`src/rtl/bbr_pkg.sv`:
```
package bbr_pkg;

    localparam int MaxWidth   = 2048;
    localparam int MaxHeight  = 4096;
    localparam int ColW       = $clog2(MaxWidth);
    localparam int RowW       = $clog2(MaxHeight) + 1;
    localparam int WidthW     = 12;
    localparam int HeightW    = 13;
    localparam int CfgIdxW    = 8;
    localparam int CfgDataW   = 13;
    localparam int QueueDepth = 4;
    localparam int QPtrW      = $clog2(QueueDepth);
    localparam int QCntW      = QPtrW + 1;
    localparam int RecipShift = 18;

    localparam logic [CfgIdxW-1:0] CfgWidth  = CfgIdxW'(0);
    localparam logic [CfgIdxW-1:0] CfgHeight = CfgIdxW'(1);

    localparam logic [WidthW-1:0]  WidthReset  = WidthW'(640);
    localparam logic [HeightW-1:0] HeightReset = HeightW'(480);

    // one window column plus what the back end must know about it
    typedef struct packed {
        logic [23:0] up;
        logic [23:0] mid;
        logic [23:0] low;
        logic        emit;
        logic        top;
        logic        bot;
        logic        left;
        logic        right;
        logic        fend;
    } t_col_item;

    typedef struct packed {
        logic [7:0] red;
        logic [7:0] green;
        logic [7:0] blue;
        logic       fend;
    } t_pix_out;

    // ceil(2^18 / (2*count)) for the counts a clipped 3x3 window can have
    function automatic logic [17:0] recip(input logic [3:0] cnt);
        logic [17:0] r;
        case (cnt)
            4'd1:    r = 18'd131072;
            4'd2:    r = 18'd65536;
            4'd3:    r = 18'd43691;
            4'd4:    r = 18'd32768;
            4'd6:    r = 18'd21846;
            4'd9:    r = 18'd14564;
            default: r = 18'd0;
        endcase
        return r;
    endfunction

endpackage

```
`src/rtl/bbr_back.sv`:
```
module bbr_back (
    input  logic                      i_clk,
    input  logic                      i_rst_n,
    input  bbr_pkg::t_col_item        i_q_item,
    input  logic [bbr_pkg::QCntW-1:0] i_q_count,
    output logic                      o_q_pop,
    output bbr_pkg::t_pix_out         o_pix,
    output logic                      o_empty,
    input  logic                      i_pop
);
    import bbr_pkg::*;

    logic [23:0] r_win [3][3];
    logic        r_a_valid, r_b_valid;
    logic        r_a_top, r_a_bot, r_a_left, r_a_right, r_a_fend;
    logic [12:0] r_b_num [3];
    logic [17:0] r_b_rcp;
    logic        r_b_fend;

    t_pix_out           r_oq [QueueDepth];
    logic [QPtrW-1:0]   r_owr, r_ord;
    logic [QCntW-1:0]   r_ocount;

    logic        out_pop;
    logic [11:0] sum [3];
    logic [3:0]  cnt;
    logic [30:0] prod [3];
    t_pix_out    res;

    // pop only when every item in flight has an output slot
    assign o_q_pop = (i_q_count != '0) &&
        ((r_ocount + QCntW'(r_a_valid) + QCntW'(r_b_valid)) < QCntW'(QueueDepth));
    assign out_pop = i_pop && !o_empty;

    // window shift on every column
    always_ff @(posedge i_clk) begin
        if (o_q_pop) begin
            for (int i = 0; i < 3; i++) begin
                r_win[i][0] <= r_win[i][1];
                r_win[i][1] <= r_win[i][2];
            end
            r_win[0][2] <= i_q_item.up;
            r_win[1][2] <= i_q_item.mid;
            r_win[2][2] <= i_q_item.low;
            r_a_top   <= i_q_item.top;
            r_a_bot   <= i_q_item.bot;
            r_a_left  <= i_q_item.left;
            r_a_right <= i_q_item.right;
            r_a_fend  <= i_q_item.fend;
        end
    end

    // masked channel sums and pixel count
    always_comb begin
        cnt = '0;
        for (int c = 0; c < 3; c++) sum[c] = '0;
        for (int i = 0; i < 3; i++) begin
            for (int j = 0; j < 3; j++) begin
                if (!(i == 0 && r_a_top) && !(i == 2 && r_a_bot) &&
                    !(j == 0 && r_a_left) && !(j == 2 && r_a_right)) begin
                    cnt = cnt + 4'd1;
                    for (int c = 0; c < 3; c++) begin
                        sum[c] = sum[c] + 12'(r_win[i][j][8*(2-c) +: 8]);
                    end
                end
            end
        end
    end

    // rounded numerator, then reciprocal multiply
    always_ff @(posedge i_clk) begin
        for (int c = 0; c < 3; c++) begin
            r_b_num[c] <= {sum[c], 1'b0} + 13'(cnt);
        end
        r_b_rcp  <= recip(cnt);
        r_b_fend <= r_a_fend;
    end

    always_comb begin
        for (int c = 0; c < 3; c++) begin
            prod[c] = 31'(r_b_num[c]) * 31'(r_b_rcp);
        end
        res.red   = prod[0][RecipShift +: 8];
        res.green = prod[1][RecipShift +: 8];
        res.blue  = prod[2][RecipShift +: 8];
        res.fend  = r_b_fend;
    end

    // stage valids
    always_ff @(posedge i_clk) begin
        if (!i_rst_n) begin
            r_a_valid <= 1'b0;
            r_b_valid <= 1'b0;
        end else begin
            r_a_valid <= o_q_pop && i_q_item.emit;
            r_b_valid <= r_a_valid;
        end
    end

    // result queue
    always_ff @(posedge i_clk) begin
        if (r_b_valid) begin
            r_oq[r_owr] <= res;
        end
    end

    always_ff @(posedge i_clk) begin
        if (!i_rst_n) begin
            r_owr    <= '0;
            r_ord    <= '0;
            r_ocount <= '0;
        end else begin
            if (r_b_valid) r_owr <= r_owr + QPtrW'(1);
            if (out_pop)   r_ord <= r_ord + QPtrW'(1);
            r_ocount <= r_ocount + QCntW'(r_b_valid) - QCntW'(out_pop);
        end
    end

    assign o_empty = r_ocount == '0;
    assign o_pix   = r_oq[r_ord];
endmodule

```
`config.mk`:
```
export PLATFORM = sky130hd
export DESIGN_NAME = bbr_back
export DESIGN_NICKNAME = d
export VERILOG_FILES = /design/src/rtl/bbr_pkg.sv /design/src/rtl/bbr_back.sv
export SDC_FILE = /design/constraint.sdc
export NUM_CORES = 2
export LEC_CHECK = 0
export ABC_AREA = 1
export BUFFER_PORTS_ARGS = -buffer_cell sky130_fd_sc_hd__clkbuf_2
export CAP_MARGIN = 30
export CORE_MARGIN = 10
export CORE_UTILIZATION = 64
export CTS_CLUSTER_SIZE = 24
export DETAILED_ROUTE_END_ITERATION = 8
export PLACE_DENSITY = 0.82
export SLEW_MARGIN = 25
export SYNTH_ARGS = -nofsm -noshare
export SYNTH_HDL_FRONTEND = slang
export SYNTH_SLANG_ARGS = --single-unit
```
`constraint.sdc`:
```
create_clock -name i_clk -period 29 [get_ports i_clk]
set_input_delay 2.9 -clock i_clk [delete_from_list [all_inputs] [get_ports i_clk]]
set_output_delay 2.9 -clock i_clk [all_outputs]
set_load 0.1 [all_outputs]
```
Word-level counts from Yosys, hierarchy flattened --
Memory sizes are Yosys's and may differ from the RTL's. A register that Yosys moved wholly into a read port is not among the register bits. Cells that the tools add are included.
Word-level totals: register bits after elaboration 33, bits in writable memories 355, word-level logic and storage cells 103, memories 3
Cells by class: $add $sub $neg 41, multiply operators 3, order comparisons 1, eq/ne operators 6, mux-type cells 23, reduce and logical (&&, ||, !) cells 14
Memories:
- r_win | words 3, width 72, rd ports 3, clocked after Yosys merged registers in 0, write ports 3, RTL line bbr_back.sv:13 | logic [23:0] r_win [3][3];
- r_oq | words 4, width 25, rd ports 1, clocked after Yosys merged registers in 1, write ports 1, RTL line bbr_back.sv:20 | t_pix_out r_oq [QueueDepth];
- r_b_num | words 3, width 13, rd ports 3, clocked after Yosys merged registers in 0, write ports 3, RTL line bbr_back.sv:16 | logic [12:0] r_b_num [3];
Operators by type and width (count):
- $add A12 B8 Y12 | 24
- $mux W36 | 7
- $pmux W18 S6 | 1
- $mul A13 B18 Y26 | 3
- $add A13 B4 Y13 | 3
- $add A4 B1 Y4 const B | 8
- $mux W32 | 1
- $mux W4 | 7
- $add A3 B1 Y3 | 3
- $eq A4 B2 Y1 const B | 2
- $eq A4 B3 Y1 const B | 2
- $logic_and A1 B1 Y1 | 7
- $logic_not A1 Y1 | 5
- $mux W1 | 5
- $add A2 B1 Y2 const B | 2
- $eq A4 B1 Y1 const B | 1
- $eq A4 B4 Y1 const B | 1
- $mux W2 | 2
- $logic_not A3 Y1 | 1
- $lt A3 B3 Y1 const B | 1
- $reduce_bool A3 Y1 | 1
- $sub A3 B1 Y3 | 1

Longest topological paths before layout --
depth in word-level cells 20, mapped depth 64, mapped depth without buffers 61

Worst setup path after synthesis --
OpenSTA, ideal clock, no wires.
path type input to output, start input port i_q_count[1] (netlist bit), end output port o_q_pop, arrival time 13409 ps, data required time 26100 ps, path slack 12691 ps, stages 2, cell sequence o31ai_1 > nor2_1
Between the ends: longest elaborated chain between the ends 2
Ends and longest elaborated chain:
- start: declaration | RTL line bbr_back.sv:5 | input logic [bbr_pkg::QCntW-1:0] i_q_count,
- $reduce_bool A3 Y1 | RTL line bbr_back.sv:31 | assign o_q_pop = (i_q_count != '0) &&
- $logic_and A1 B1 Y1 | RTL line bbr_back.sv:31
- end: declaration | RTL line bbr_back.sv:6 | output logic o_q_pop,
Every way passes these cells.

==> impl_metrics.py <==
metrics = {
    "run_status": {
        "status": "complete, no violations",
    },
    "synthesis": {
        "yosysSeqAreaShare_pct": 27.2,
        "syn_area_um2": 39600,
        "ys_warn_count": 0,
        "ys_ff_latch": 378,
        "postSynthCellCount": 4502,
        "netlist_top_cells_area": "edfxtp_1 24%, fa_1 24%, ha_1 12%",
        "synth_edf_count": 321,
        "synth.avg_cell_area_um2": 8.79,
        "async_flop_share_pct": 0,
        "synth_fp_nets": 5430,
        "synth_top_area_cell": "edfxtp_1",
        "synth_ff_type": "edfxtp_1",
        "synth_cell_type_count": 50,
        "synth_top_area_share_pct": 24.4,
    },
    "worst_setup_path": {
        "crit_required_ps": 29470,
        "worstPathMaxFanout": 19,
        "slowest_stage": "edfxtp_1",
        "arrival_ps": 11230,
        "startpoint_type": "flop",
        "endpoint_kind": "flop",
        "crit_top_cell": "fa_1",
        "worstSetupPathType": "reg2reg",
        "slowest_delay_ps": 640,
    },
    "route": {
        "first_iter_violations": 2213,
        "vias": 29400,
        "ant_nets": 0,
        "viasPerCell": 5.45,
        "post-route-drc-count": 0,
        "first_pass_iters": 8,
        "wl_per_cell_um": 17.4,
        "drt_wl_total_mm": 94.0,
    },
    "place": {
        "dp_hpwl_mm": 74.8,
        "portBuffers": 110,
        "dpl_worst_slack_ps": 18280,
        "gp_congestion": 0.949,
    },
    "global_routing": {
        "grt_util_all_layers_pct": 26.7,
        "met2_usage_pct": 46.1,
        "use_met1_pct": 33.1,
        "grt_max_degree": 112,
        "antenna_found_initial": 2,
        "grt_pass1_vias": 30100,
        "busiest_layer": "met2",
        "use_met3_pct": 3.90,
        "grt_overflow": 0,
        "grt_pass1_wl_mm": 152,
    },
    "run": {
        "max_cap_viol_count": 0,
    },
    "cts": {
        "numCtsBuffers": 42,
        "cts_buffer_depth": 3,
        "postCtsHoldBufs": 0,
        "clkSlewWorstSetupHoldPaths_ps": 60,
        "cts.repair.resized": 0,
        "cts_setup_buffers": 0,
        "root_buffer": "clkbuf_16",
        "cts_tree": "yes",
        "cts_htree_levels": 2,
        "cts.sinks": 378,
        "worstSkewPairLatency_ps": 580,
    },
    "sta": {
        "drv_slew": 0,
        "setup_viol": 0,
        "fin_crit_ps": 10760,
        "fmax_mhz": 92.9,
        "setup_ws_ps": 18240,
        "skew_ps": 20.8,
        "hold_violations": 0,
        "slew_headroom_pct": 34.1,
        "min_period_over_period_pct": 37.1,
        "rsz0062_at_grt": "no",
        "worst_slew_pin_slew_ps": 988,
        "setup-tns-final_ps": 0,
    },
    "finish": {
        "num-nets-final": 5500,
        "syn2layout_area_growth_pct": 6.80,
        "drive_above_1_share_pct": 6.58,
        "antenna_cells": 0,
        "final_common_cell": "inv_1",
        "final_cell_mix": "1,073 x inv_1, 824 x nand2_1, 475 x fa_1",
    },
    "floorplanning": {
        "io_pins": 111,
        "row_count": 91,
        "initial_core_util_pct": 64.4,
        "coreArea_um2": 61500,
        "die_h_um": 269,
        "die_area_um2": 72200,
        "die_x_um": 269,
    },
    "worst_hold_path": {
        "hold_path_class": "reg2reg",
    },
}
==> critical path: cells and delay by family, from the launching register on <==
kind | cells | cell delay [ps]
xor gates and xnor gates | 1 | 140
DFF | 1 | 640
and+or+nand+nor | 14 | 2900
adders and majority gates | 10 | 4450
buffers and inverters | 8 | 1150
AOI/OAI and AO/OA | 6 | 1360
==> cells by family (layout without fill, tap and decap cells) <==
| group | Yosys count | count (layout) | synth area share (%) |
|---|---|---|---|
| buffers and inverters | 1195 | 1297 | 11.4 |
| AO/OA/AOI/OAI | 575 | 575 | 7.89 |
| AND/OR/NAND/NOR | 1361 | 1361 | 14.5 |
| adder cells (fa/ha/maj) | 844 | 844 | 35.7 |
| flip-flops | 378 | 378 | 27.2 |
| XOR/XNOR | 149 | 149 | 3.30 |
==> path summary, 6_finish.rpt <==
path | start | endpoint | slack (ps) | depth (start not counted)
min | r_a_fend | r_b_fend | 350 | 0
min reg2reg | r_a_fend | r_b_fend | 350 | 0
max reg2reg | r_a_top | r_b_num[0][24] | 18240 | 39
max | r_a_top | r_b_num[0][24] | 18240 | 39
==> sequential cells by signal (all words and copies together) (netlist names), named ones only <==
signal     flops
r_a_top        1
r_b_rcp        8
r_a_fend       1
r_a_left       1
r_owr          2
r_win        216
r_b_valid      1
r_ocount       3
r_oq         100
r_ord          2
r_a_valid      1
r_b_num       37
r_a_right      1
r_a_bot        1
r_b_fend       1
==> layout make-up <==
cell class,instances,area [µm²]
multi-input cells,2929,24300
fillers,4711,19200
flip-flops and latches,378,10800
inverters,1088,4080
clock buffers,49,1130
well taps,790,988
repair buffers,133,748
clock inverters,27,244
==> cell usage after synthesis (9+ instances only) <==
| cell type | number |
|---|---|
| inv_1 | 1076 |
| nand2_1 | 824 |
| fa_1 | 475 |
| ha_1 | 369 |
| edfxtp_1 | 321 |
| nor2_1 | 276 |
| o21ai_0 | 254 |
| a21oi_1 | 201 |
| nand3_1 | 109 |
| xor2_1 | 90 |
| clkbuf_1 | 73 |
| xnor2_1 | 59 |
| dfxtp_1 | 57 |
| nand2_2 | 37 |
| o22ai_1 | 28 |
| nand4_1 | 27 |
| buf_1 | 20 |
| or2_2 | 20 |
| nand3_2 | 19 |
| nor3_1 | 19 |
| a31oi_1 | 16 |
| o31ai_1 | 16 |
| o21bai_1 | 14 |
| clkbuf_2 | 11 |
| a211oi_1 | 10 |
| o211ai_1 | 10 |
| and2_1 | 9 |
| inv_2 | 9 |
==> metrics by stage <==
stage,cell area [µm²],hold slack [ps],utilization (%),cells
floorplan,39600,323,-,4502
global placement,40900,332,66.5,5315
detailed placement,40900,334,66.5,5317
CTS,42200,348,68.7,5393
global route,42300,357,68.7,5394
finish,42300,346,68.7,5394
==> metal layers <==
metal / up-vias / wire, µm
met3: 240 / 6440
met1: 14000 / 37500
met4: 0 / 4420
met2: 1016 / 45600
li1: 14200 / -
met5: - / 0
Power is left out: the tool's default activity adds up to more than one toggle a clock period on the data nets, which glitch-free logic cannot reach.
