## src/rtl/bbr_pkg.sv

```systemverilog
package bbr_pkg;

    localparam int MaxWidth   = 2048;
    localparam int MaxHeight  = 4096;
    localparam int ColW       = $clog2(MaxWidth);
    localparam int RowW       = $clog2(MaxHeight) + 1;
    localparam int WidthW     = 12;
    localparam int HeightW    = 13;
    localparam int CfgIdxW    = 8;
    localparam int CfgDataW   = 13;
    localparam int QueueDepth = 4;
    localparam int QPtrW      = $clog2(QueueDepth);
    localparam int QCntW      = QPtrW + 1;
    localparam int RecipShift = 18;

    localparam logic [CfgIdxW-1:0] CfgWidth  = CfgIdxW'(0);
    localparam logic [CfgIdxW-1:0] CfgHeight = CfgIdxW'(1);

    localparam logic [WidthW-1:0]  WidthReset  = WidthW'(640);
    localparam logic [HeightW-1:0] HeightReset = HeightW'(480);

    // one window column plus what the back end must know about it
    typedef struct packed {
        logic [23:0] up;
        logic [23:0] mid;
        logic [23:0] low;
        logic        emit;
        logic        top;
        logic        bot;
        logic        left;
        logic        right;
        logic        fend;
    } t_col_item;

    typedef struct packed {
        logic [7:0] red;
        logic [7:0] green;
        logic [7:0] blue;
        logic       fend;
    } t_pix_out;

    // ceil(2^18 / (2*count)) for the counts a clipped 3x3 window can have
    function automatic logic [17:0] recip(input logic [3:0] cnt);
        logic [17:0] r;
        case (cnt)
            4'd1:    r = 18'd131072;
            4'd2:    r = 18'd65536;
            4'd3:    r = 18'd43691;
            4'd4:    r = 18'd32768;
            4'd6:    r = 18'd21846;
            4'd9:    r = 18'd14564;
            default: r = 18'd0;
        endcase
        return r;
    endfunction

endpackage

```

## src/rtl/bbr_queue.sv

```systemverilog
module bbr_queue (
    input  logic                    i_clk,
    input  logic                    i_rst_n,
    input  logic                    i_push,
    input  bbr_pkg::t_col_item      i_item,
    input  logic                    i_pop,
    output bbr_pkg::t_col_item      o_item,
    output logic [bbr_pkg::QCntW-1:0] o_count
);
    import bbr_pkg::*;

    t_col_item              r_mem [QueueDepth];
    logic [QPtrW-1:0]       r_wr, r_rd;
    logic [QCntW-1:0]       r_count;

    // storage
    always_ff @(posedge i_clk) begin
        if (i_push) begin
            r_mem[r_wr] <= i_item;
        end
    end

    // pointers and fill count
    always_ff @(posedge i_clk) begin
        if (!i_rst_n) begin
            r_wr    <= '0;
            r_rd    <= '0;
            r_count <= '0;
        end else begin
            if (i_push) r_wr <= r_wr + QPtrW'(1);
            if (i_pop)  r_rd <= r_rd + QPtrW'(1);
            r_count <= r_count + QCntW'(i_push) - QCntW'(i_pop);
        end
    end

    assign o_item  = r_mem[r_rd];
    assign o_count = r_count;
endmodule

```

## config.mk

```make
export PLATFORM = sky130hd
export DESIGN_NAME = bbr_queue
export DESIGN_NICKNAME = d
export VERILOG_FILES = /design/src/rtl/bbr_pkg.sv /design/src/rtl/bbr_queue.sv
export SDC_FILE = /design/constraint.sdc
export NUM_CORES = 1
export LEC_CHECK = 0
export BUFFER_PORTS_ARGS = -buffer_cell sky130_fd_sc_hd__buf_2
export CAP_MARGIN = 20
export CORE_MARGIN = 5
export CORE_UTILIZATION = 39
export DETAILED_ROUTE_END_ITERATION = 7
export GPL_TIMING_DRIVEN = 0
export RECOVER_POWER = 25
export SYNTH_ARGS = -nofsm -noshare
export SYNTH_HDL_FRONTEND = slang
export SYNTH_SLANG_ARGS = --single-unit
```

## constraint.sdc

```tcl
create_clock -name i_clk -period 4.1 [get_ports i_clk]
set_clock_uncertainty 0.05 [all_clocks]
set_input_delay 0.82 -clock i_clk [delete_from_list [all_inputs] [get_ports i_clk]]
set_output_delay 0.82 -clock i_clk [all_outputs]
set_load 0.01 [all_outputs]
```

## Word-level counts from Yosys, hierarchy flattened

Memories as Yosys holds them, arrays and structs flattened. A register that Yosys moved wholly into a read port is not among the register bits.
Cells that the tools add are included.
Widths: inputs -> output; s select.

| word-level totals | value |
|---|---|
| register bits after elaboration | 7 |
| RAM bits | 312 |
| input bits | 82 |
| output and inout port bits | 81 |
| logic and storage cells | 12 |
| memories | 1 |

Memories:

| name | words | bits a word | rd ports | clocked after Yosys merged registers in | write ports | line | text |
|---|---|---|---|---|---|---|---|
| r_mem | 4 | 78 | 1 | 1 | 1 | bbr_queue.sv:12 | `t_col_item r_mem [QueueDepth];` |

| cells by class | value |
|---|---|
| add/subtract/negate cells | 4 |
| mux-type cells | 4 |

Operators by type and width:

| cell | number |
|---|---|
| $add 2x1->2 const B | 2 |
| $mux 2 | 2 |
| $add 3x1->3 | 1 |
| $sub 3x1->3 | 1 |
| $mux 1 | 2 |

## Depth between registers and ports, before layout

Gate-level depths: netlist of run 1.

| logic depth | value |
|---|---|
| word-level depth | 3 |
| gate-level depth with buffers | 7 |
| depth with buffers taken out | 7 |

## Worst setup path before layout of run 1

No wires, ideal clock.

| timing path | value |
|---|---|
| kind | in2reg |
| start | input i_push |
| end | memory r_mem[0][0] (netlist name), enable pin |
| setup time | 0.445 ns |
| data arrival time | 2.639 ns |
| required time | 3.605 ns |
| setup slack | 0.967 ns |
| stages | 1 |
| buffers on the path | 0 |
| cell sequence | and2_1 |

| between the ends | value |
|---|---|
| cells in the longest elaborated chain, start to end | 2 |

Ends and longest elaborated chain:

| element | line | text |
|---|---|---|
| start: declaration | bbr_queue.sv:4 | `input logic i_push,` |
| $mux 1 | bbr_queue.sv:18 | `if (i_push) begin` |
| $mux 1 (not written as such) | bbr_queue.sv:19 | `r_mem[r_wr] <= i_item;` |
| end: declaration | bbr_queue.sv:12 |  |

Every way passes these cells.

==> run summary, run 1 <==
TIMING
------------------------------------------------------------------------------------------
Final max-slew violation count                                                           0
Setup repair after global routing missed its margin                                     no
Final total negative setup slack                                                      0 ns
Pin slew with the least headroom to its limit                                    0.7290 ns
Highest clock frequency the design can meet                                      327.7 MHz
Relative slew margins                                                               51.40%
Worst Hold Margin                                                                0.4885 ns
Min Tclk post-route                                                               3.052 ns
Hold Vio Cnt, Final                                                                      0
Final Setup Violations                                                                   0
Period utilisation layout                                                           74.44%

DRT
------------------------------------------------------------------------------------------
Detailed-route DRC error count                                                           0
ANT nets after route                                                                     0
Number of vias in the routed layout                                                   5246
Detail-routed via count per cell                                                     4.921
Per-cell routed wire length                                                       20.70 um
Routed WL                                                                         22.07 mm
Number of optimization iterations in the first detailed-route pass                       4
Iteration-0 DRC Markers                                                                235

CRITICAL PATH
------------------------------------------------------------------------------------------
Arrival time worst endpoint                                                        2.18 ns
Depth of the worst register-to-register path                                             4
Worst Setup Start Kind                                                           flip-flop
Setup Crit Path Kind                                                            reg -> out
Cell Chain, Critical Path                                                     buf_2 > clkbuf_1 > mux4_2 > buf_2
Worst endpoint required time                                                       3.23 ns
Cell with the most instances on the worst path                                       buf_2
Setup slack on the worst flop-to-flop path                                         2.25 ns
Delay of the slowest cell on the worst path                                        0.58 ns
Peak fanout along the critical path                                                     10
Worst R2R End                                                                 r_mem[2][62]
Reg2Reg Launch Point                                                               r_wr[0]
Cell with the biggest individual delay on the critical path                       clkbuf_1
Worst Setup End Kind                                                           output port

CLOCK NETWORK
------------------------------------------------------------------------------------------
Number of gates given a new drive strength after cts                                     0
Latest clock arrival within the worst-skew pair                                    0.49 ns
TritonCTS clock tree                                                                  done
Clock buffer count from CTS                                                             34
Clock sink count                                                                       321
Cell at the root of the clock tree                                               clkbuf_16
Number of buffers inserted to repair setup after CTS                                     0
Maximum level of the CTS H-tree                                                          2
Clock-pin slew on the worst setup and hold paths                                   0.06 ns
Number of buffers added to fix hold violations after cts                                 0
Clock Path Buffers                                                                       3

LOGIC SYNTHESIS
------------------------------------------------------------------------------------------
Post-synthesis compound-gate area fraction                                         0.1283%
Multiplexer area fraction after synthesis                                           15.09%
Largest area contributor in the synthesized netlist                               edfxtp_1
Fraction of post-synthesis cell area in the top cell type by area                   80.04%
Flip-flop and latch count after synthesis                                              321
Dominant combinational cell family by area after synthesis                    multiplexers
Count of mapped cells out of synthesis                                                 449
Post-synthesis share of cell area spent on and, or, nand and nor gates             0.5452%
Net count of the mapped netlist                                                        538
Sequential-to-total area share from yosys stat                                      81.58%
XOR/XNOR share of the synthesized area                                             0.3528%
Number of distinct standard cells referenced by the synthesized netlist                 19
Syn avg cell area                                                                26.07 um2
Count of synthesis-stage warnings from yosys                                             0
Netlist Area Pre-Place                                                           11700 um2
Share of synthesized cell area in full adder, half adder and majority cells        0.8124%
Largest cells by area after synthesis                                         edfxtp_1 (80%), mux4_2 (15%), dfxtp_1 (1.5%)

GLOBAL ROUTING
------------------------------------------------------------------------------------------
Number of global-route vias before repair                                             5872
Total GRT Usage                                                                     13.25%
Maximum number of pins on one net before global-route repair                            55
Total grt overflow                                                                       0
Antenna violations before repair                                                         1
Wire length of the first global-routing pass                                      34.20 mm

FLOORPLAN
------------------------------------------------------------------------------------------
Chip Width                                                                        183.2 um
Number of top-level pins                                                               163
Core region area                                                                 29640 um2
Starting density of the core                                                        39.49%
Number of rows created at floorplan                                                     63
Area of the die                                                                  33580 um2
Die outline height                                                                183.2 um

POWER AND IR DROP
------------------------------------------------------------------------------------------
Leakage power                                                                  0.004655 uW
Maximum VDD drop                                                                 0.3922 mV
Power per cell area                                                           521.8 nW/um2

PLACEMENT
------------------------------------------------------------------------------------------
HPWL reported at the end of detailed placement                                    13.71 mm
Number of port buffers                                                                 162
Area after detailed placement                                                    13120 um2
Final weighted congestion of routability-driven global placement                    0.7294

WORST HOLD PATH
------------------------------------------------------------------------------------------
Class of the tightest hold or removal check                                     reg -> reg
Hold Path Origin                                                                   r_rd[1]
Instance count along the most critical hold path                                         2

LAYOUT
------------------------------------------------------------------------------------------
Area of the multi-input gates                                                     1992 um2
Seq. cell area                                                                    9549 um2
Number of nets in the layout                                                           740
Design area                                                                      14110 um2
FILL cells                                                                            2498
Post-synthesis to final-layout area growth                                          20.59%
Antenna fix cells                                                                        0
Final design utilization                                                            47.62%
Fraction of final layout cells with drive strength greater than 1                   38.02%

FLOW RUN
------------------------------------------------------------------------------------------
Number of maximum-capacitance constraint violations                                      0

STATUS
------------------------------------------------------------------------------------------
Status                                                                           completed

==> layer usage <==
metal  GRT usage [%]  wire length [um]
met1           17.16              9124
met4           2.861               310
met5               0                20
met2           22.78             11320
met3           3.451              1297
==> layout by cell type (no fill, tap or decap), drive strengths merged, types with 2 or more instances in the layout <==
cell type | Yosys | layout
and2 | 6 | 6
mux4 | 78 | 78
nor2 | 5 | 5
inv | 7 | 7
ha | 6 | 6
edfxtp | 312 | 312
buf | 13 | 130
clkbuf | 5 | 101
dfxtp | 9 | 9
xnor2 | 2 | 2
clkinv | 0 | 12
==> final cells by class <==
type                            count  area share [%]
Buffer                             18           1.046
Clock inverter                     14          0.6294
Multi-Input combinational cell    103           14.11
Sequential cell                   321           67.65
Inverter                            7          0.1862
Timing Repair Buffer              166           6.090
Tap cell                          390           3.457
Clock buffer                       47           6.826
==> worst max-delay path, delay by kind of cell, from the launching register on <==
family / cells / cell delay (ns)
buf+inv: 3 / 0.96
flops: 1 / 0.30
mux: 1 / 0.42
==> where the power goes <==
part	total (uW)	switching [uW]	internal, uW	leakage (uW)
combinational	711	377	334	0.00120
clock	2850	1140	1700	0.000513
sequential	3810	37.0	3770	0.00294
total	7360	1560	5810	0.00465
==> synthesized netlist by cell type <==
master    count
a21bo_2       1
xnor2_1       2
dfxtp_1       9
buf_4         5
nand3b_1      1
edfxtp_1    312
clkbuf_1      5
buf_12        3
and2_1        6
mux2i_1       1
inv_1         7
mux4_2       78
buf_2         4
a21oi_1       1
ha_1          6
buf_6         1
nor2_1        5
fa_1          1
xor3_1        1
==> kinds of logic after synthesis <==
group           count (synthesis)
compound gates                  2
xor+xnor                        3
fa+ha+maj                       7
buf+inv                        25
flops                         321
mux                            79
simple gates                   12
==> worst max-delay path by stage <==
stage / startpoint / endpoint / slack, ns / depth (start not counted)
final: flip-flop / o_item[11] / 1.05 / 4
after global routing: flip-flop / o_item[11] / 0.86 / 4
after CTS: flip-flop / o_item[11] / 0.93 / 4
after detailed placement: flip-flop / o_item[11] / 1.47 / 4
after global placement: i_push / r_mem[0][70] / -0.74 / 2
after floorplan: i_push / r_mem[0][0] / 0.97 / 1
==> flip-flops by register name, indices dropped and copies added (netlist names), named ones only <==
signal,flops
o_count,3
r_rd,2
r_wr,2
r_mem,312
==> metrics by stage <==
| step | instances | power (uW) | setup slack [ns] |
|---|---|---|---|
| floorplan | 449 | 4302 | 0.9668 |
| global placement | 1001 | 4596 | -0.7436 |
| detailed placement | 1005 | 4620 | 1.470 |
| CTS | 1066 | 7488 | 0.9272 |
| global route | 1066 | 7690 | 0.8564 |
| finish | 1066 | 7365 | 1.048 |
No activity file was read; power rests on OpenSTA's default activity.
==> inputs of run 2 (changes only) <==
==> constraint.sdc (replaced) <==
create_clock -name i_clk -period 2.5 [get_ports i_clk]
set_clock_uncertainty 0.05 [all_clocks]
set_input_delay 0.5 -clock i_clk [delete_from_list [all_inputs] [get_ports i_clk]]
set_output_delay 0.5 -clock i_clk [all_outputs]
set_load 0.01 [all_outputs]
==> run summary, run 2 (synthesis gave the netlist of run 1 again) <==
FLOORPLAN
-------------------------------------------------------------------------------------
Chip Width                                                                   183.2 um
Number of top-level pins                                                          163
Number of rows created at floorplan                                                63
Die outline height                                                           183.2 um
Core region area                                                            29640 um2
Starting density of the core                                                   39.49%
Area of the die                                                             33580 um2

FLOW RUN
-------------------------------------------------------------------------------------
Number of maximum-capacitance constraint violations                                 0

WORST HOLD PATH
-------------------------------------------------------------------------------------
Class of the tightest hold or removal check                                 in -> reg
Instance count along the most critical hold path                                    1

TIMING
-------------------------------------------------------------------------------------
Worst setup slack after layout                                             0.03173 ns
Period utilisation layout                                                      98.73%
Highest clock frequency the design can meet                                 405.1 MHz
Pin slew with the least headroom to its limit                               0.5684 ns
Setup repair after global routing missed its margin                               yes
Min Tclk post-route                                                          2.468 ns
Final Setup Violations                                                              0
Relative slew margins                                                          62.11%
Final max-slew violation count                                                      0
Hold Vio Cnt, Final                                                                 0
Final total negative setup slack                                                 0 ns

CLOCK NETWORK
-------------------------------------------------------------------------------------
Cell at the root of the clock tree                                          clkbuf_16
Clock Path Buffers                                                                  3
Maximum level of the CTS H-tree                                                     2
Clock sink count                                                                  321
Latest clock arrival within the worst-skew pair                               0.48 ns
TritonCTS clock tree                                                             done
Clock buffer count from CTS                                                        34
Clock-pin slew on the worst setup and hold paths                              0.06 ns

CRITICAL PATH
-------------------------------------------------------------------------------------
Depth of the worst register-to-register path                                        4
Setup Crit Path Kind                                                       reg -> out
Peak fanout along the critical path                                                 9
Worst Setup Start Kind                                                      flip-flop
Cell Chain, Critical Path                                                buf_8 > buf_12 > clkbuf_16 > mux4_2 > buf_6
Delay of the slowest cell on the worst path                                   0.51 ns
Cell with the biggest individual delay on the critical path                    mux4_2
Worst endpoint required time                                                  1.95 ns
Arrival time worst endpoint                                                   1.92 ns
Worst Setup End Kind                                                      output port

POWER AND IR DROP
-------------------------------------------------------------------------------------
Power per cell area                                                      833.9 nW/um2
Maximum VDD drop                                                            0.5469 mV
Leakage power                                                             0.004722 uW

LAYOUT
-------------------------------------------------------------------------------------
Number of nets in the layout                                                      747
Top library cells by usage in the layout, fill and taps aside            edfxtp_1 (312), buf_2 (100), mux4_2 (78)
Final design utilization                                                       48.12%
Fraction of final layout cells with drive strength greater than 1              39.47%
Post-synthesis to final-layout area growth                                     21.85%
Most frequent standard cell in the layout excluding fill and tap cells       edfxtp_1
Antenna fix cells                                                                   0
Most flops, register                                                            r_mem
Largest register FFs                                                              312

PLACEMENT
-------------------------------------------------------------------------------------
Number of port buffers                                                            162
Final weighted congestion of routability-driven global placement               0.7104
Placement Setup Slack                                                       0.2530 ns
HPWL reported at the end of detailed placement                               13.80 mm

DRT
-------------------------------------------------------------------------------------
Routed WL                                                                    22.39 mm
Iteration-0 DRC Markers                                                           258
Number of vias in the routed layout                                              5366
Detail-routed via count per cell                                                5.020
Number of optimization iterations in the first detailed-route pass                  4
ANT nets after route                                                                0
Per-cell routed wire length                                                  20.95 um
Detailed-route DRC error count                                                      0

GLOBAL ROUTING
-------------------------------------------------------------------------------------
Total GRT Usage                                                                13.30%
Number of global-route vias before repair                                        5896
Total grt overflow                                                                  0
Maximum number of pins on one net before global-route repair                       48
Wire length of the first global-routing pass                                 34.27 mm
Antenna violations before repair                                                    0

STATUS
-------------------------------------------------------------------------------------
Status                                                                      completed

==> run 2: changes by cell type in the layout (fill, tap and decap cells not counted), moves of 3 or more <==
| cell | delta |
|---|---|
| buf_2 | -17 |
| buf_4 | +5 |
| clkbuf_1 | -6 |
| buf_6 | +19 |
| clkinv_2 | -3 |
| clkbuf_2 | +4 |
==> run 2: what timing repair did <==
action / CTS / global route
gates cloned: 0 / 2
setup buffers: 3 / 2
setup endpoints to repair: 70 / 58
gates resized for setup: 22 / 10
hold buffers: 0 / 0
==> run 2: metrics by stage <==
stage          area [um2]  total power, uW  instances  hold slack, ns
5_1_grt             14260            12430       1069          0.1650
3_3_place_gp        13010             7517       1001          0.4673
6_report            14260            11890       1069          0.1783
3_5_place_dp        13120             7584       1005          0.4921
4_1_cts             14190            12060       1065          0.1425
2_1_floorplan       11710             7045        449          0.4493
==> run 2: report_power, final <==
part           leakage, uW  internal [uW]  switching [uW]  total (uW)
registers          0.00294           6190            63.1        6250
logic              0.00131            624             636        1260
clock network     0.000467           2560            1820        4380
total              0.00472           9370            2520       11900
==> run 2: worst paths after layout <==
kind / start / end / slack, ns
worst max-delay path: flip-flop / o_item[72] / 0.03
worst min-delay path: i_item[70] / r_mem[0][70] / 0.18
worst max register to register: r_wr[1] / r_mem[1][76] / 0.67
worst min register to register: r_rd[0] / r_rd[1] / 0.51
==> run 2: worst max-delay path, delay by kind of cell, from the launching register on <==
family / cells / cell delay [ns]
buffers and inverters: 4 / 0.58
DFF: 1 / 0.33
muxes: 1 / 0.51
==> run 2: layout make-up <==
class | count | area (um2)
flip-flops and latches | 321 | 9550
inverters | 7 | 26.28
repair buffers | 173 | 1051
fillers | 2493 | 15380
clock inverters | 10 | 48.80
well taps | 390 | 488.0
plain buffers | 18 | 185.2
multi-input cells | 103 | 1992
clock buffers | 47 | 920.9
==> run 2: metal layers <==
| metal | vias to the layer above | share of wire [%] | GRT usage (%) |
|---|---|---|---|
| met2 | 189 | 51 | 22.48 |
| li1 | 2342 | - | - |
| met5 | - | 0 | 0 |
| met1 | 2806 | 41 | 17.46 |
| met3 | 29 | 6.7 | 3.411 |
| met4 | 0 | 1.8 | 3.218 |
==> inputs of run 3 (changes only) <==
--- a/config.mk
+++ b/config.mk
@@ -5,11 +5,12 @@
 export SDC_FILE = /design/constraint.sdc
 export NUM_CORES = 1
 export LEC_CHECK = 0
-export BUFFER_PORTS_ARGS = -buffer_cell sky130_fd_sc_hd__buf_2
 export CAP_MARGIN = 20
 export CORE_MARGIN = 5
 export CORE_UTILIZATION = 39
+export CTS_CLUSTER_DIAMETER = 80
 export DETAILED_ROUTE_END_ITERATION = 7
+export DONT_BUFFER_PORTS = 1
 export GPL_TIMING_DRIVEN = 0
 export RECOVER_POWER = 25
 export SYNTH_ARGS = -nofsm -noshare
==> run summary, run 3 (synthesis gave the netlist of run 1 again) <==
WORST HOLD PATH
-------------------------------------------------------------------------------------
Class of the tightest hold or removal check                                 in -> reg

PLACEMENT
-------------------------------------------------------------------------------------
HPWL reported at the end of detailed placement                               13.03 mm
Final weighted congestion of routability-driven global placement               0.6744
Area after detailed placement                                               12310 um2
Number of port buffers                                                              0

FLOORPLAN
-------------------------------------------------------------------------------------
Number of top-level pins                                                          163
Number of rows created at floorplan                                                63
Area of the die                                                             33580 um2
Core region area                                                            29640 um2
Die outline height                                                           183.2 um
Starting density of the core                                                   39.49%
Chip Width                                                                   183.2 um

POWER AND IR DROP
-------------------------------------------------------------------------------------
Sw Pwr                                                                        2570 uW
Int Pwr                                                                       9501 uW
Portion of total power attributed to combinational logic                         9.3%
Power per cell area                                                      841.2 nW/um2
Leakage power                                                             0.004589 uW
Proportion of power drawn by flip-flops and latches                             51.8%
Share of total power consumed by net switching                                 21.29%
Maximum VDD drop                                                            0.6075 mV
Fraction of power consumed by the clock network                                 38.9%

STATUS
-------------------------------------------------------------------------------------
Status                                                                      completed

DRT
-------------------------------------------------------------------------------------
Iteration-0 DRC Markers                                                           319
Number of optimization iterations in the first detailed-route pass                  4
Number of vias in the routed layout                                              5050
Per-cell routed wire length                                                  22.18 um
Detail-routed via count per cell                                                5.096
Detailed-route DRC error count                                                      0
Routed WL                                                                    21.98 mm
ANT nets after route                                                                0

GLOBAL ROUTING
-------------------------------------------------------------------------------------
Maximum number of pins on one net before global-route repair                       57
Antenna violations before repair                                                    0
Number of global-route vias before repair                                        5488
Total grt overflow                                                                  0
Wire length of the first global-routing pass                                 33.10 mm
Total GRT Usage                                                                12.82%

CRITICAL PATH
-------------------------------------------------------------------------------------
Worst Setup End Kind                                                      output port
Worst endpoint required time                                                  1.95 ns
Peak fanout along the critical path                                                 8
Arrival time worst endpoint                                                   1.94 ns
Worst Setup Start Kind                                                      flip-flop
Setup Crit Path Kind                                                       reg -> out

TIMING
-------------------------------------------------------------------------------------
Relative slew margins                                                          66.80%
Setup repair after global routing missed its margin                               yes
Pin slew with the least headroom to its limit                               0.4981 ns
Final Setup Violations                                                              0
Min Tclk post-route                                                          2.494 ns
Hold Vio Cnt, Final                                                                 0
Final total negative setup slack                                                 0 ns
Final max-slew violation count                                                      0
Period utilisation layout                                                      99.75%
Highest clock frequency the design can meet                                 401.0 MHz

LAYOUT
-------------------------------------------------------------------------------------
Most flops, register                                                            r_mem
Fraction of final layout cells with drive strength greater than 1              27.62%
Most frequent standard cell in the layout excluding fill and tap cells       edfxtp_1
Top library cells by usage in the layout, fill and taps aside            edfxtp_1 (312), dlygate4sd3_1 (79), mux4_2 (78)
Largest register FFs                                                              312
Number of nets in the layout                                                      665
Post-synthesis to final-layout area growth                                     22.59%
Design area                                                                 14350 um2
Final design utilization                                                       48.41%
Antenna fix cells                                                                   0

CLOCK NETWORK
-------------------------------------------------------------------------------------
TritonCTS clock tree                                                             done
Latest clock arrival within the worst-skew pair                               0.55 ns
Clock-pin slew on the worst setup and hold paths                              0.06 ns
Maximum level of the CTS H-tree                                                     1
Cell at the root of the clock tree                                          clkbuf_16
Clock Path Buffers                                                                  3
Clock buffer count from CTS                                                        31
Clock sink count                                                                  321

FLOW RUN
-------------------------------------------------------------------------------------
Number of maximum-capacitance constraint violations                                 0

## run 3: changes by cell type in the layout (fill, tap and decap cells not counted), sizes merged
cell	before	now
dlygate4sd3	0	79
bufinv	0	4
inv	8	9
clkinv	8	12
buf	138	27
clkbuf	100	45
## run 3: worst paths after layout
| path | cells past startpoint | start | endpoint | slack (ns) |
|---|---|---|---|---|
| worst max register to register | 4 | r_wr[0] | r_mem[2][56] | 0.67 |
| worst max-delay path | 5 | flip-flop | o_item[58] | 0.006 |
| worst min-delay path | 2 | i_push | r_wr[0] | 0.07 |
| worst min register to register | 2 | r_rd[1] | flip-flop | 0.51 |
## run 3: metal layers
metal | vias to the layer above | part of all wire [%] | track usage (%)
met5 | - | 0 | 0
met4 | 0 | 1.9 | 2.741
met3 | 31 | 6.3 | 3.729
met2 | 145 | 52 | 22.44
met1 | 2699 | 40 | 15.99
li1 | 2175 | - | -
## run 3: power groups by stage
stage | Clock, uW | Combinational, uW | Sequential (uW)
after floorplan | 0 | 693 | 6350
after global placement | 0 | 893 | 6370
after detailed placement | 0 | 942 | 6370
after CTS | 4810 | 1160 | 6260
after global routing | 5060 | 1220 | 6270
final | 4690 | 1130 | 6250
## run 3: per-stage QoR
stage | power (uW) | hold WS, ns | std cells | setup WS (ns)
2_1_floorplan | 7045 | 0.4493 | 449 | 0.4996
3_3_place_gp | 7263 | 0.4682 | 839 | -0.2690
3_5_place_dp | 7315 | 0.5081 | 843 | 0.3456
4_1_cts | 12230 | 0.03869 | 990 | -0.05762
5_1_grt | 12550 | 0.05716 | 991 | -0.08700
6_report | 12070 | 0.06858 | 991 | 0.006154
## run 3: area by class of cell
class | instances | area (um2)
fill | 2425 | 15290
sequential | 321 | 9550
multi-input combinational | 103 | 1992
timing repair buffer | 94 | 1057
clock buffer | 39 | 835.8
tap | 390 | 488.0
clock inverter | 19 | 211.5
buffer | 18 | 187.7
inverter | 7 | 26.28
## run 3: what timing repair did
| action | 4_1_cts | 5_1_grt |
|---|---|---|
| gates resized for setup | 20 | 1 |
| hold buffers | 79 | 0 |
| setup buffers | 8 | 1 |
| hold endpoints to repair | 314 | 0 |
| cloned | 2 | 1 |
| setup endpoints to repair | 70 | 37 |
## run 3: critical path, cell delays in order, from the launching register on
cell and delay (ns):
dfxtp_2 0.33, buf_8 0.12, buf_12 0.15, buf_12 0.11, buf_12 0.11, mux4_2 0.55
